--- config.mk ---
export PLATFORM = sky130hd
export DESIGN_NAME = sequenced_packet_framer_with_replay
export DESIGN_NICKNAME = d
export VERILOG_FILES = /design/src/rtl/spfr_pkg.sv /design/src/rtl/spfr_ram.sv /design/src/rtl/sequenced_packet_framer_with_replay.sv
export SDC_FILE = /design/constraint.sdc
export NUM_CORES = 1
export LEC_CHECK = 0
export BUFFER_PORTS_ARGS = -buffer_cell sky130_fd_sc_hd__buf_2
export CORE_ASPECT_RATIO = 1.4
export CORE_UTILIZATION = 45
export CTS_BUF_LIST = sky130_fd_sc_hd__clkbuf_8
export CTS_CLUSTER_DIAMETER = 100
export CTS_CLUSTER_SIZE = 8
export DETAILED_ROUTE_END_ITERATION = 6
export HOLD_SLACK_MARGIN = 0.05
export PLACE_DENSITY = 0.63
export SETUP_SLACK_MARGIN = 0.05
export SLEW_MARGIN = 20
export SYNTH_ARGS = -nofsm -noshare
export SYNTH_HDL_FRONTEND = slang
export SYNTH_SLANG_ARGS = --single-unit
--- constraint.sdc ---
create_clock -name clk -period 4.9 [get_ports clk]
set_clock_uncertainty 0.05 [all_clocks]
set_input_delay 0.98 -clock clk [delete_from_list [all_inputs] [get_ports clk]]
set_output_delay 0.98 -clock clk [all_outputs]
set_load 0.1 [all_outputs]
--- src/rtl/spfr_pkg.sv ---
// Package: shared types, constants and state encoding for the packet framer.
`timescale 1ns / 1ps

package spfr_pkg;

    localparam int BUFFER_BYTES = 64;
    localparam int PTR_W        = $clog2(BUFFER_BYTES);
    localparam int RLEN_W       = PTR_W + 1;

    localparam logic [5:0]        MAX_PAYLOAD_LEN = 6'(BUFFER_BYTES - 9);
    localparam logic [RLEN_W-1:0] FULL_STORE_LEN  = RLEN_W'(BUFFER_BYTES);

    localparam logic [7:0] START_MARK = 8'hAA;
    localparam logic [7:0] ZERO_BYTE  = 8'h00;
    localparam logic [7:0] LEN_BIAS   = 8'd4;
    localparam logic [2:0] HDR_LAST   = 3'd7;

    localparam logic OP_PAYLOAD = 1'b0;
    localparam logic OP_REPLAY  = 1'b1;

    localparam logic [1:0] ST_BYTE  = 2'd0;
    localparam logic [1:0] ST_EMPTY = 2'd1;
    localparam logic [1:0] ST_BUSY  = 2'd2;

    typedef struct packed {
        logic       op;
        logic [7:0] cmd_id;
        logic [5:0] payload_len;
        logic [7:0] payload_byte;
        logic       corrupt;
    } spfr_cmd_t;

    typedef struct packed {
        logic [7:0] out_byte;
        logic       last_of_run;
        logic [1:0] status;
    } spfr_frm_t;

    typedef enum logic [2:0] {
        S_IDLE,
        S_HDR,
        S_DATA,
        S_CSUM,
        S_STATUS,
        S_RP_START,
        S_RP_DATA
    } spfr_state_t;

endpackage

--- src/rtl/spfr_ram.sv ---
// Generic simple dual-port RAM with registered read data.
`timescale 1ns / 1ps

module spfr_ram #(
    parameter int WIDTH = 8,
    parameter int DEPTH = 64
) (
    input  logic                     clk,
    input  logic                     we,
    input  logic [$clog2(DEPTH)-1:0] waddr,
    input  logic [WIDTH-1:0]         wdata,
    input  logic                     re,
    input  logic [$clog2(DEPTH)-1:0] raddr,
    output logic [WIDTH-1:0]         rdata
);

    logic [WIDTH-1:0] mem [DEPTH];
    logic [WIDTH-1:0] rdata_reg;

    always_ff @(posedge clk)
    begin
        if (we)
        begin
            mem[waddr] <= wdata;
        end
        if (re)
        begin
            rdata_reg <= mem[raddr];
        end
    end

    assign rdata = rdata_reg;

endmodule

--- src/rtl/sequenced_packet_framer_with_replay.sv ---
// Top level: sync/length/checksum packet framer with replay of the last frame.
//
//  channel | signals                      | beat moves
//  --------+------------------------------+------------------------------------
//  cmd     | cmd_valid, cmd_stall, cmd    | payload byte or replay request
//  frm     | frm_valid, frm_stall, frm    | frame byte or status code
//
//  First payload byte of a frame: accept, 8 header bytes, then the data byte, and the
//  checksum too when the payload is one byte; later payload bytes: accept, then the
//  data byte, and the checksum after the last one. Replay of an N-byte frame: accept,
//  store read, N bytes; a status beat: accept, then the status code. One item is
//  worked on at a time; the next is taken once its last beat is loaded into the
//  output register. Stalls on frm simply hold the sequencer.
//  Reset needs no clearing pass: store entries are only read after a frame
//  has written them.
`timescale 1ns / 1ps

module sequenced_packet_framer_with_replay
    import spfr_pkg::*;
(
    input  logic      clk,
    input  logic      rst_n,
    input  logic      cmd_valid,
    output logic      cmd_stall,
    input  spfr_cmd_t cmd,
    output logic      frm_valid,
    input  logic      frm_stall,
    output spfr_frm_t frm
);

    spfr_state_t       state_reg, state_next;
    logic [31:0]       seq_reg, seq_next;
    logic              frame_active_reg, frame_active_next;
    logic [5:0]        rem_reg, rem_next;
    logic [7:0]        sum_reg, sum_next;
    logic              corrupt_reg, corrupt_next;
    logic [RLEN_W-1:0] replay_len_reg, replay_len_next;
    logic [PTR_W-1:0]  ptr_reg, ptr_next;
    logic [2:0]        hdr_idx_reg, hdr_idx_next;
    logic [PTR_W-1:0]  rd_idx_reg, rd_idx_next;
    logic [1:0]        status_reg, status_next;
    logic [7:0]        data_reg, data_next;
    logic [7:0]        cmd_id_reg, cmd_id_next;

    logic              out_valid_reg;
    spfr_frm_t         out_reg;

    logic              out_free;
    logic              emit;
    logic [7:0]        emit_byte;
    logic              emit_last;
    logic [1:0]        emit_status;

    logic              ram_we;
    logic              ram_re;
    logic [PTR_W-1:0]  ram_raddr;
    logic [7:0]        ram_rdata;

    logic [5:0]        plen_sat;
    logic [5:0]        rem_dec;
    logic [PTR_W-1:0]  ptr_inc;
    logic [PTR_W-1:0]  rd_idx_inc;
    logic              rd_last;
    logic [7:0]        hdr_byte;
    logic [7:0]        seq_byte;

    assign out_free  = !out_valid_reg || !frm_stall;
    assign cmd_stall = (state_reg != S_IDLE);

    always_comb
    begin
        plen_sat = cmd.payload_len;
        if (plen_sat == 6'd0)
        begin
            plen_sat = 6'd1;
        end
        if (plen_sat > MAX_PAYLOAD_LEN)
        begin
            plen_sat = MAX_PAYLOAD_LEN;
        end
    end

    assign rem_dec    = (rem_reg != 6'd0) ? rem_reg - 6'd1 : rem_reg;
    assign ptr_inc    = ptr_reg + PTR_W'(1);
    assign rd_idx_inc = rd_idx_reg + PTR_W'(1);
    assign rd_last    = ({1'b0, rd_idx_reg} + RLEN_W'(1)) == replay_len_reg;

    // sequence number goes out most significant byte first
    always_comb
    begin
        case (hdr_idx_reg[1:0])
            2'd0:    seq_byte = seq_reg[31:24];
            2'd1:    seq_byte = seq_reg[23:16];
            2'd2:    seq_byte = seq_reg[15:8];
            default: seq_byte = seq_reg[7:0];
        endcase
    end

    always_comb
    begin
        if (hdr_idx_reg[2])
        begin
            hdr_byte = seq_byte;
        end
        else
        begin
            case (hdr_idx_reg[1:0])
                2'd0:    hdr_byte = START_MARK;
                2'd1:    hdr_byte = cmd_id_reg;
                2'd2:    hdr_byte = ZERO_BYTE;   // length never exceeds one byte
                default: hdr_byte = {2'b00, rem_reg} + LEN_BIAS;
            endcase
        end
    end

    always_comb
    begin
        state_next        = state_reg;
        seq_next          = seq_reg;
        frame_active_next = frame_active_reg;
        rem_next          = rem_reg;
        sum_next          = sum_reg;
        corrupt_next      = corrupt_reg;
        replay_len_next   = replay_len_reg;
        ptr_next          = ptr_reg;
        hdr_idx_next      = hdr_idx_reg;
        rd_idx_next       = rd_idx_reg;
        status_next       = status_reg;
        data_next         = data_reg;
        cmd_id_next       = cmd_id_reg;
        emit              = 1'b0;
        emit_byte         = ZERO_BYTE;
        emit_last         = 1'b0;
        emit_status       = ST_BYTE;
        ram_we            = 1'b0;
        ram_re            = 1'b0;
        ram_raddr         = rd_idx_reg;

        case (state_reg)
            S_IDLE:
            begin
                if (cmd_valid)
                begin
                    data_next = cmd.payload_byte;
                    if (cmd.op == OP_REPLAY)
                    begin
                        if (frame_active_reg)
                        begin
                            status_next = ST_BUSY;
                            state_next  = S_STATUS;
                        end
                        else if (replay_len_reg == '0)
                        begin
                            status_next = ST_EMPTY;
                            state_next  = S_STATUS;
                        end
                        else
                        begin
                            rd_idx_next = '0;
                            state_next  = S_RP_START;
                        end
                    end
                    else if (!frame_active_reg)
                    begin
                        cmd_id_next       = cmd.cmd_id;
                        rem_next          = plen_sat;
                        corrupt_next      = cmd.corrupt;
                        sum_next          = ZERO_BYTE;
                        ptr_next          = '0;
                        hdr_idx_next      = '0;
                        frame_active_next = 1'b1;
                        state_next        = S_HDR;
                    end
                    else
                    begin
                        state_next = S_DATA;
                    end
                end
            end

            S_HDR:
            begin
                if (out_free)
                begin
                    emit         = 1'b1;
                    emit_byte    = hdr_byte;
                    ram_we       = 1'b1;
                    ptr_next     = ptr_inc;
                    hdr_idx_next = hdr_idx_reg + 3'd1;
                    if (hdr_idx_reg[2])
                    begin
                        sum_next = sum_reg + hdr_byte;
                    end
                    if (hdr_idx_reg == HDR_LAST)
                    begin
                        state_next = S_DATA;
                    end
                end
            end

            S_DATA:
            begin
                if (out_free)
                begin
                    emit      = 1'b1;
                    emit_byte = data_reg;
                    ram_we    = 1'b1;
                    ptr_next  = ptr_inc;
                    sum_next  = sum_reg + data_reg;
                    rem_next  = rem_dec;
                    if (rem_dec == 6'd0)
                    begin
                        state_next = S_CSUM;
                    end
                    else
                    begin
                        emit_last  = 1'b1;
                        state_next = S_IDLE;
                    end
                end
            end

            S_CSUM:
            begin
                if (out_free)
                begin
                    emit      = 1'b1;
                    emit_byte = corrupt_reg ? ZERO_BYTE : sum_reg;
                    emit_last = 1'b1;
                    ram_we    = 1'b1;
                    ptr_next  = ptr_inc;
                    // a full store wraps the pointer to zero
                    replay_len_next   = (ptr_inc == '0) ? FULL_STORE_LEN : {1'b0, ptr_inc};
                    seq_next          = seq_reg + 32'd1;
                    frame_active_next = 1'b0;
                    sum_next          = ZERO_BYTE;
                    corrupt_next      = 1'b0;
                    state_next        = S_IDLE;
                end
            end

            S_STATUS:
            begin
                if (out_free)
                begin
                    emit        = 1'b1;
                    emit_byte   = ZERO_BYTE;
                    emit_last   = 1'b1;
                    emit_status = status_reg;
                    state_next  = S_IDLE;
                end
            end

            S_RP_START:
            begin
                ram_re     = 1'b1;
                ram_raddr  = rd_idx_reg;
                state_next = S_RP_DATA;
            end

            S_RP_DATA:
            begin
                // read data holds until the next read, so a stall just waits here
                if (out_free)
                begin
                    emit      = 1'b1;
                    emit_byte = ram_rdata;
                    if (rd_last)
                    begin
                        emit_last  = 1'b1;
                        state_next = S_IDLE;
                    end
                    else
                    begin
                        ram_re      = 1'b1;
                        ram_raddr   = rd_idx_inc;
                        rd_idx_next = rd_idx_inc;
                    end
                end
            end

            default:
            begin
                state_next = S_IDLE;
            end
        endcase
    end

    always_ff @(posedge clk or negedge rst_n)
    begin
        if (!rst_n)
        begin
            state_reg        <= S_IDLE;
            seq_reg          <= 32'd1;
            frame_active_reg <= 1'b0;
            rem_reg          <= 6'd0;
            sum_reg          <= ZERO_BYTE;
            corrupt_reg      <= 1'b0;
            replay_len_reg   <= '0;
            ptr_reg          <= '0;
            hdr_idx_reg      <= 3'd0;
            rd_idx_reg       <= '0;
            status_reg       <= ST_BYTE;
            out_valid_reg    <= 1'b0;
        end
        else
        begin
            state_reg        <= state_next;
            seq_reg          <= seq_next;
            frame_active_reg <= frame_active_next;
            rem_reg          <= rem_next;
            sum_reg          <= sum_next;
            corrupt_reg      <= corrupt_next;
            replay_len_reg   <= replay_len_next;
            ptr_reg          <= ptr_next;
            hdr_idx_reg      <= hdr_idx_next;
            rd_idx_reg       <= rd_idx_next;
            status_reg       <= status_next;
            if (emit)
            begin
                out_valid_reg <= 1'b1;
            end
            else if (!frm_stall)
            begin
                out_valid_reg <= 1'b0;
            end
        end
    end

    always_ff @(posedge clk)
    begin
        data_reg   <= data_next;
        cmd_id_reg <= cmd_id_next;
        if (emit)
        begin
            out_reg.out_byte    <= emit_byte;
            out_reg.last_of_run <= emit_last;
            out_reg.status      <= emit_status;
        end
    end

    assign frm_valid = out_valid_reg;
    assign frm       = out_reg;

    spfr_ram #(
        .WIDTH (8),
        .DEPTH (BUFFER_BYTES)
    ) u_store (
        .clk   (clk),
        .we    (ram_we),
        .waddr (ptr_reg),
        .wdata (emit_byte),
        .re    (ram_re),
        .raddr (ram_raddr),
        .rdata (ram_rdata)
    );

`ifndef ASSERT_OFF
    a_no_rw_overlap: assert property (@(posedge clk) disable iff (!rst_n)
        !(ram_we && ram_re))
        else $error("store written and read in the same cycle");

    a_status_beat: assert property (@(posedge clk) disable iff (!rst_n)
        frm_valid && (frm.status != ST_BYTE) |-> (frm.out_byte == ZERO_BYTE) && frm.last_of_run)
        else $error("status beat carries data or is not last");

    a_replay_len_range: assert property (@(posedge clk) disable iff (!rst_n)
        replay_len_reg <= FULL_STORE_LEN)
        else $error("replay length beyond store size");

    a_replay_idle_frame: assert property (@(posedge clk) disable iff (!rst_n)
        (state_reg == S_RP_DATA) |-> !frame_active_reg && (replay_len_reg != '0))
        else $error("replay running while a frame is open or nothing stored");

    a_seq_step: assert property (@(posedge clk) disable iff (!rst_n)
        !$stable(seq_reg) |-> $past(state_reg == S_CSUM))
        else $error("sequence counter moved outside checksum beat");
`endif

endmodule
# Yosys cells after proc, flatten, opt, wreduce, memory -nomap -nowiden
# Memories as Yosys holds them, arrays and structs flattened. A register that Yosys moved wholly into a read port is not among the register bits.
# Index checks and enable logic that the tools add are counted.
dict set report op_classes {
  n_bitwise 2
  magnitude_cmp 1
  n_reduce_logical 34
  muxes 82
  n_eq_ne 25
  add_sub_neg 9
}
# op count
set op_table {}
lappend op_table {{$mux 6} 18}
lappend op_table {{$mux 8} 13}
lappend op_table {{$pmux 8 s4} 2}
lappend op_table {{$pmux 8 s3} 2}
lappend op_table {{$mux 3} 12}
lappend op_table {{$pmux 6 s2} 3}
lappend op_table {{$add 32x1->32 const B} 1}
lappend op_table {{$reduce_and 5->1} 5}
lappend op_table {{$ne 2x2->1 const B} 12}
lappend op_table {{$mux 1} 21}
lappend op_table {{$logic_not 6->1} 3}
lappend op_table {{$pmux 3 s6} 1}
lappend op_table {{$add 8x8->8} 2}
lappend op_table {{$add 6x1->6 const B} 2}
lappend op_table {{$eq 3x3->1 const B} 4}
lappend op_table {{$reduce_and 4->1} 3}
lappend op_table {{$reduce_bool 2->1} 6}
lappend op_table {{$mux 2} 4}
lappend op_table {{$reduce_and 8->1} 1}
lappend op_table {{$add 6x1->7 const B} 1}
lappend op_table {{$add 6x3->7 const B} 1}
lappend op_table {{$eq 7x7->1} 1}
lappend op_table {{$logic_not 7->1} 1}
lappend op_table {{$mux 7} 1}
lappend op_table {{other kinds (24)} 33}
dict set report totals {
  ramBits 512
  mem_count 1
  input_bits 28
  ff_bits 103
}
# name words width rd rd_clocked_by_memory_dff write_ports line
set mem_list {}
lappend mem_list {u_store.mem 64 8 1 1 1 spfr_ram.sv:17} ;# logic [WIDTH-1:0] mem [DEPTH];

# Depth between registers and ports, before layout
dict set report depth {
  word_depth 8
  mapped_depth 19
  ltp_nobuf 18
}

# By module
# From an unflattened synthesis, not the netlist that was laid out.
dict set report hier_totals {
  hier_cells 1579
  hier_area_um2 26266.4
}
# module cells_each n_inst area_each_um2
set by_module_without_submodules {}
lappend by_module_without_submodules {spfr_ram 972 1 20270.7}
lappend by_module_without_submodules {sequenced_packet_framer_with_replay 607 1 5995.8}

# Worst setup path after synthesis
# No wires, ideal clock.
dict set report synth_timing {
  path_kind {register to register}
  start {reg hdr_idx_reg[1]}
  end {reg out_reg (netlist bit frm[5]), data pin}
  period_less_slack_ps 5222
  path_stages_with_launch 12
  slack_ps -322
  required_ps 4141
  t_arrival_ps 4463
  path_cell_list {dfrtp_1 inv_1 ha_1 clkbuf_1 clkbuf_1 a222oi_1 mux4_2 nor2_1 a21oi_1 nor2_1 a21oi_1 o21ai_0}
}
dict set report synth_between {
  elab_chain_cells 5
  word_cells_on_any_way 8
}
# element line
set synth_rtl {}
lappend synth_rtl {{start, declared} sequenced_packet_framer_with_replay.sv:39} ;# logic [2:0] hdr_idx_reg, hdr_idx_next;
lappend synth_rtl {{start signal, assigned} sequenced_packet_framer_with_replay.sv:316} ;# hdr_idx_reg <= hdr_idx_next;
lappend synth_rtl {{$eq 2x2->1, or another cell as far along} {sequenced_packet_framer_with_replay.sv:91, sequenced_packet_framer_with_replay.sv:107}}
lappend synth_rtl {{$pmux 8 s3 (on tied branches)} {sequenced_packet_framer_with_replay.sv:107, sequenced_packet_framer_with_replay.sv:91}}
lappend synth_rtl {{$mux 8 (*)} sequenced_packet_framer_with_replay.sv:101} ;# if (hdr_idx_reg[2])
lappend synth_rtl {{$mux 8 (*)} sequenced_packet_framer_with_replay.sv:183} ;# if (out_free)
lappend synth_rtl {{$pmux 8 s4 (*)} sequenced_packet_framer_with_replay.sv:139} ;# case (state_reg)
lappend synth_rtl {{via emit_byte[2]} sequenced_packet_framer_with_replay.sv:50} ;# logic [7:0] emit_byte;
lappend synth_rtl {{end, declared} sequenced_packet_framer_with_replay.sv:46} ;# spfr_frm_t out_reg;
# Mark *: on every way through the listed nets, which the timed path passes. The rest lies on a longest branch.
# A chain may end at the register's enable or synchronous reset.

# Worst setup path after layout
dict set report layout_timing {
  start {reg rd_idx_reg[0]}
  end {reg u_store.rdata_reg[3], in the netlist u_store.rdata[3] (read register of u_store.mem), data pin}
}
dict set report layout_between {
  elab_chain_cells 5
  word_cells_on_any_way 9
}
# element line
set layout_rtl {}
lappend layout_rtl {{start, declared} sequenced_packet_framer_with_replay.sv:40} ;# logic [PTR_W-1:0] rd_idx_reg, rd_idx_next;
lappend layout_rtl {{start signal, assigned} sequenced_packet_framer_with_replay.sv:317} ;# rd_idx_reg <= rd_idx_next;
lappend layout_rtl {{$add 6x1->7} sequenced_packet_framer_with_replay.sv:86} ;# assign rd_last = ({1'b0, rd_idx_reg} + RLEN_W'(1)) == replay_len_reg;
lappend layout_rtl {{$eq 7x7->1} sequenced_packet_framer_with_replay.sv:86}
lappend layout_rtl {{$mux 1 / $mux 6 (equally long branches) (2 in a row)} --}
lappend layout_rtl {{$pmux 1 s2 / $mux 6 (equally long branches)} sequenced_packet_framer_with_replay.sv:139}
lappend layout_rtl {{end, declared} spfr_ram.sv:18} ;# logic [WIDTH-1:0] rdata_reg;
# Parallel ways exist; a longest one is shown, timed or not.

==> qor.yml <==
flip_flop_count_of_the_largest_register_all_copies_and_words_added: 512
clk_latency_ns: 0.76
routed_wl_mm: 91.1
worst_ep_required_time_ns: 5.46
total_switching_power_w: 0.00737
report.final.hold_viol_count: 0
clock-sinks: 623
globalRouteTotalUtil_pct: 28.1
clockPowerShare_pct: 19.8
ys_seq_elements: 623
synth_enable_flop_cells: 547
ys_types: 88
tritoncts: "done"
syn-cell-area_um2: 28800
r2r_end: "u_store.rdata[3]"
final_max_slew_viol_count: 0
final_nets: 2398
min-delay-path-class: "input port to asynchronous set/reset pin"
critical_path_class: "register to register"
totalNegativeSetupSlack_ns: 0
syn-num-nets: 2348
vdd.ir_drop.worst_mv: 0.496
fin_crit_period_ns: 4.70
final.fill_count: 5437
grt-ovfl-total: 0
p_sw_share_pct: 40.8
crit_path_max_fanout: 52
htree_levels: 3
worst_setup_hold_path_clk_slew_ns: 0.08
most_common_flop_cell_mapped_by_yosys: "sky130_fd_sc_hd__edfxtp_1"
final_setup_violation_count: 0
cts_inserted_buffers: 87
synth-seq-area-share_pct: 63.7
drtAntennaViolNets: 0
yosysWarnings: 0
routedWlPerCell_um: 28.3
internal_power_w: 0.0107
synthesis.instances: 2300
dr_total_vias: 21300
syn_avg_cell_area_um2: 12.5
cts_post_setup_buffers_inserted: 0
timing.critical_path.from_type: "register"
comb_power_share_pct: 41.1
grt_setup_unrepaired: "false"
port-buffer-count: 40
die_h_um: 301
timing.critical_path.arrival_ns: 5.26
placement_rows: 109
period_share_pct: 95.9
area_delta_synth_final_pct: 10.2
tightestPinTransition_ns: 1.04
drive_gt1_share_pct: 13.4
setup.worst_path.end_class: "register"
max_freq_mhz: 213
cts_root_buf: "sky130_fd_sc_hd__clkbuf_8"
core_um2: 63100
power_density_over_the_cells_nw_per_um2: 570
maxCapViolCount: 0
start_util_pct: 45.6
drtIter0Drc: 2319
pin_count: 41
cellLeakagePower_nw: 10.6
dp.final_hpwl_mm: 60.7
vias_in_the_first_global_route: 20900
drt-pass1-iter-count: 7
routed_via_density: 6.61
p_seq_share_pct: 39.1
reg2reg_slack_ns: 0.20
grt_start_max_net_pins: 158
cts_hold_buffers: 0
clock_tree.buffer_depth: 3
drt_drc_violations_left: 0
outcome: "completed"
final_cell_area_um2: 31700
placedInstanceArea_um2: 30300
grt_antenna_before_repair: 1
die-area_um2: 65000
depth_of_the_worst_register_to_register_path: 11
globalplace.congestion: 1.03
grt_pass1_wl_mm: 135
post_cts.resized_instances: 0
async_reset_ff_share_pct: 12.2
minimum_hold_slack_ns: 0.277
max_slew_margin_pct: 30.2
die_x_um: 216
rr_startpoint: "rd_idx_reg[0]"
per-layer routing:
layer | wire (um) | up-vias | track usage [%]
met5 | 0 | - | 0
met4 | 6230 | 0 | 18.8
met3 | 5820 | 256 | 4.02
met2 | 46700 | 1086 | 49.2
met1 | 32400 | 10700 | 31.8
li1 | - | 9287 | -
synth_stat cells (29+ instances only):
library cell	instances	area [um^2]
sky130_fd_sc_hd__o22a_1	49	429
sky130_fd_sc_hd__o21ai_0	91	455
sky130_fd_sc_hd__clkbuf_1	92	345
sky130_fd_sc_hd__nand3_1	38	190
sky130_fd_sc_hd__dfrtp_1	75	1880
sky130_fd_sc_hd__or3_1	35	219
sky130_fd_sc_hd__edfxtp_1	547	16400
sky130_fd_sc_hd__a211oi_1	29	218
sky130_fd_sc_hd__o32ai_1	37	324
sky130_fd_sc_hd__nand4_1	32	200
sky130_fd_sc_hd__nor3_1	102	510
sky130_fd_sc_hd__a21oi_1	69	345
sky130_fd_sc_hd__nand2_1	153	574
sky130_fd_sc_hd__buf_1	31	116
sky130_fd_sc_hd__nor2_1	181	679
sky130_fd_sc_hd__o22ai_1	188	1180
sky130_fd_sc_hd__buf_2	46	230
sky130_fd_sc_hd__xnor2_1	36	315
sky130_fd_sc_hd__o221ai_1	47	412
critical path, cell delays in order (launching register included):
cell and delay (ns):
sky130_fd_sc_hd__dfrtp_4 0.53, sky130_fd_sc_hd__ha_1 0.31, sky130_fd_sc_hd__nor3b_1 0.19, sky130_fd_sc_hd__o211a_1 0.27
sky130_fd_sc_hd__o311ai_4 0.51, sky130_fd_sc_hd__o21a_4 0.66, sky130_fd_sc_hd__o22a_1 0.54, sky130_fd_sc_hd__o22a_1 0.23
sky130_fd_sc_hd__a21oi_1 0.14, sky130_fd_sc_hd__nor4_1 0.72, sky130_fd_sc_hd__nand4b_1 0.25, sky130_fd_sc_hd__nand4_1 0.15
power groups by stage:
stage               clock network [W]  logic [W]  registers [W]
floorplan                           0    0.00442        0.00743
global placement                    0    0.00720        0.00716
global route                  0.00383    0.00788        0.00711
CTS                           0.00364    0.00735        0.00706
finish                        0.00358    0.00743        0.00707
detailed placement                  0    0.00733        0.00717
cells in the final DEF, fill, tap and decap left out, drive strengths merged, types with 9 or more instances in the layout:
cell type	Yosys	layout
nor4	15	15
nor2	183	183
buf	81	134
o32ai	37	37
mux4	10	10
nand3	40	40
xnor2	37	37
nand2	154	154
clkbuf	92	87
dfrtp	75	75
inv	29	67
a31oi	20	20
o22a	49	49
o221ai	48	48
xor2	18	18
o31ai	20	20
a21oi	69	69
and3	25	25
nand4	32	32
ha	19	19
or3	35	35
o21ai	107	107
o221a	19	19
o32a	13	13
o21a	17	17
o311a	9	9
o22ai	188	188
edfxtp	547	547
mux2i	28	28
mux2	24	24
a2bb2oi	10	10
a211oi	29	29
nor3	104	104
o211ai	10	10
area by class of cell:
class	instances	area [um^2]	area share, %
antenna	1	2.50	0.00789
clock buffer	87	1200	3.77
clock inverter	42	190	0.600
inverter	29	109	0.343
multi-input combinational	1475	9740	30.7
sequential	623	18300	57.8
tap	832	1040	3.28
timing repair buffer	134	1110	3.49
through the flow:
stage | power [W] | std cells | setup slack [ns] | utilization [%]
6_report | 0.0181 | 3223 | 0.201 | 50.2
5_1_grt | 0.0188 | 3223 | 0.0958 | 50.2
4_1_cts | 0.0181 | 3222 | 0.338 | 50.2
3_5_place_dp | 0.0145 | 3093 | 0.330 | 48.0
3_3_place_gp | 0.0144 | 3093 | 0.356 | 48.0
2_1_floorplan | 0.0118 | 2300 | 0.794 | -
worst max-delay path by stage:
stage | cells past startpoint | from | slack, ns | endpoint
final | 11 | rd_idx_reg[0] | 0.20 | u_store.rdata[3]
after global routing | 13 | rd_idx_reg[0] | 0.1 | u_store.rdata[3]
after floorplan | 11 | hdr_idx_reg[1] | 0.79 | frm[5]
after global placement | 12 | rd_idx_reg[0] | 0.36 | u_store.rdata[7]
after CTS | 12 | rd_idx_reg[0] | 0.34 | u_store.rdata[7]
after detailed placement | 12 | rd_idx_reg[0] | 0.33 | u_store.rdata[7]
cell families after synthesis:
kind of cell,count (synthesis),synth area share (%)
muxes,62,2.70
AOI/OAI and AO/OA,710,17.7
buffers and inverters,202,2.90
DFF,623,63.7
xor gates and xnor gates,55,1.73
and+or+nand+nor,628,10.4
adders and majority gates,20,0.895
(Power assumes the default switching activity.)
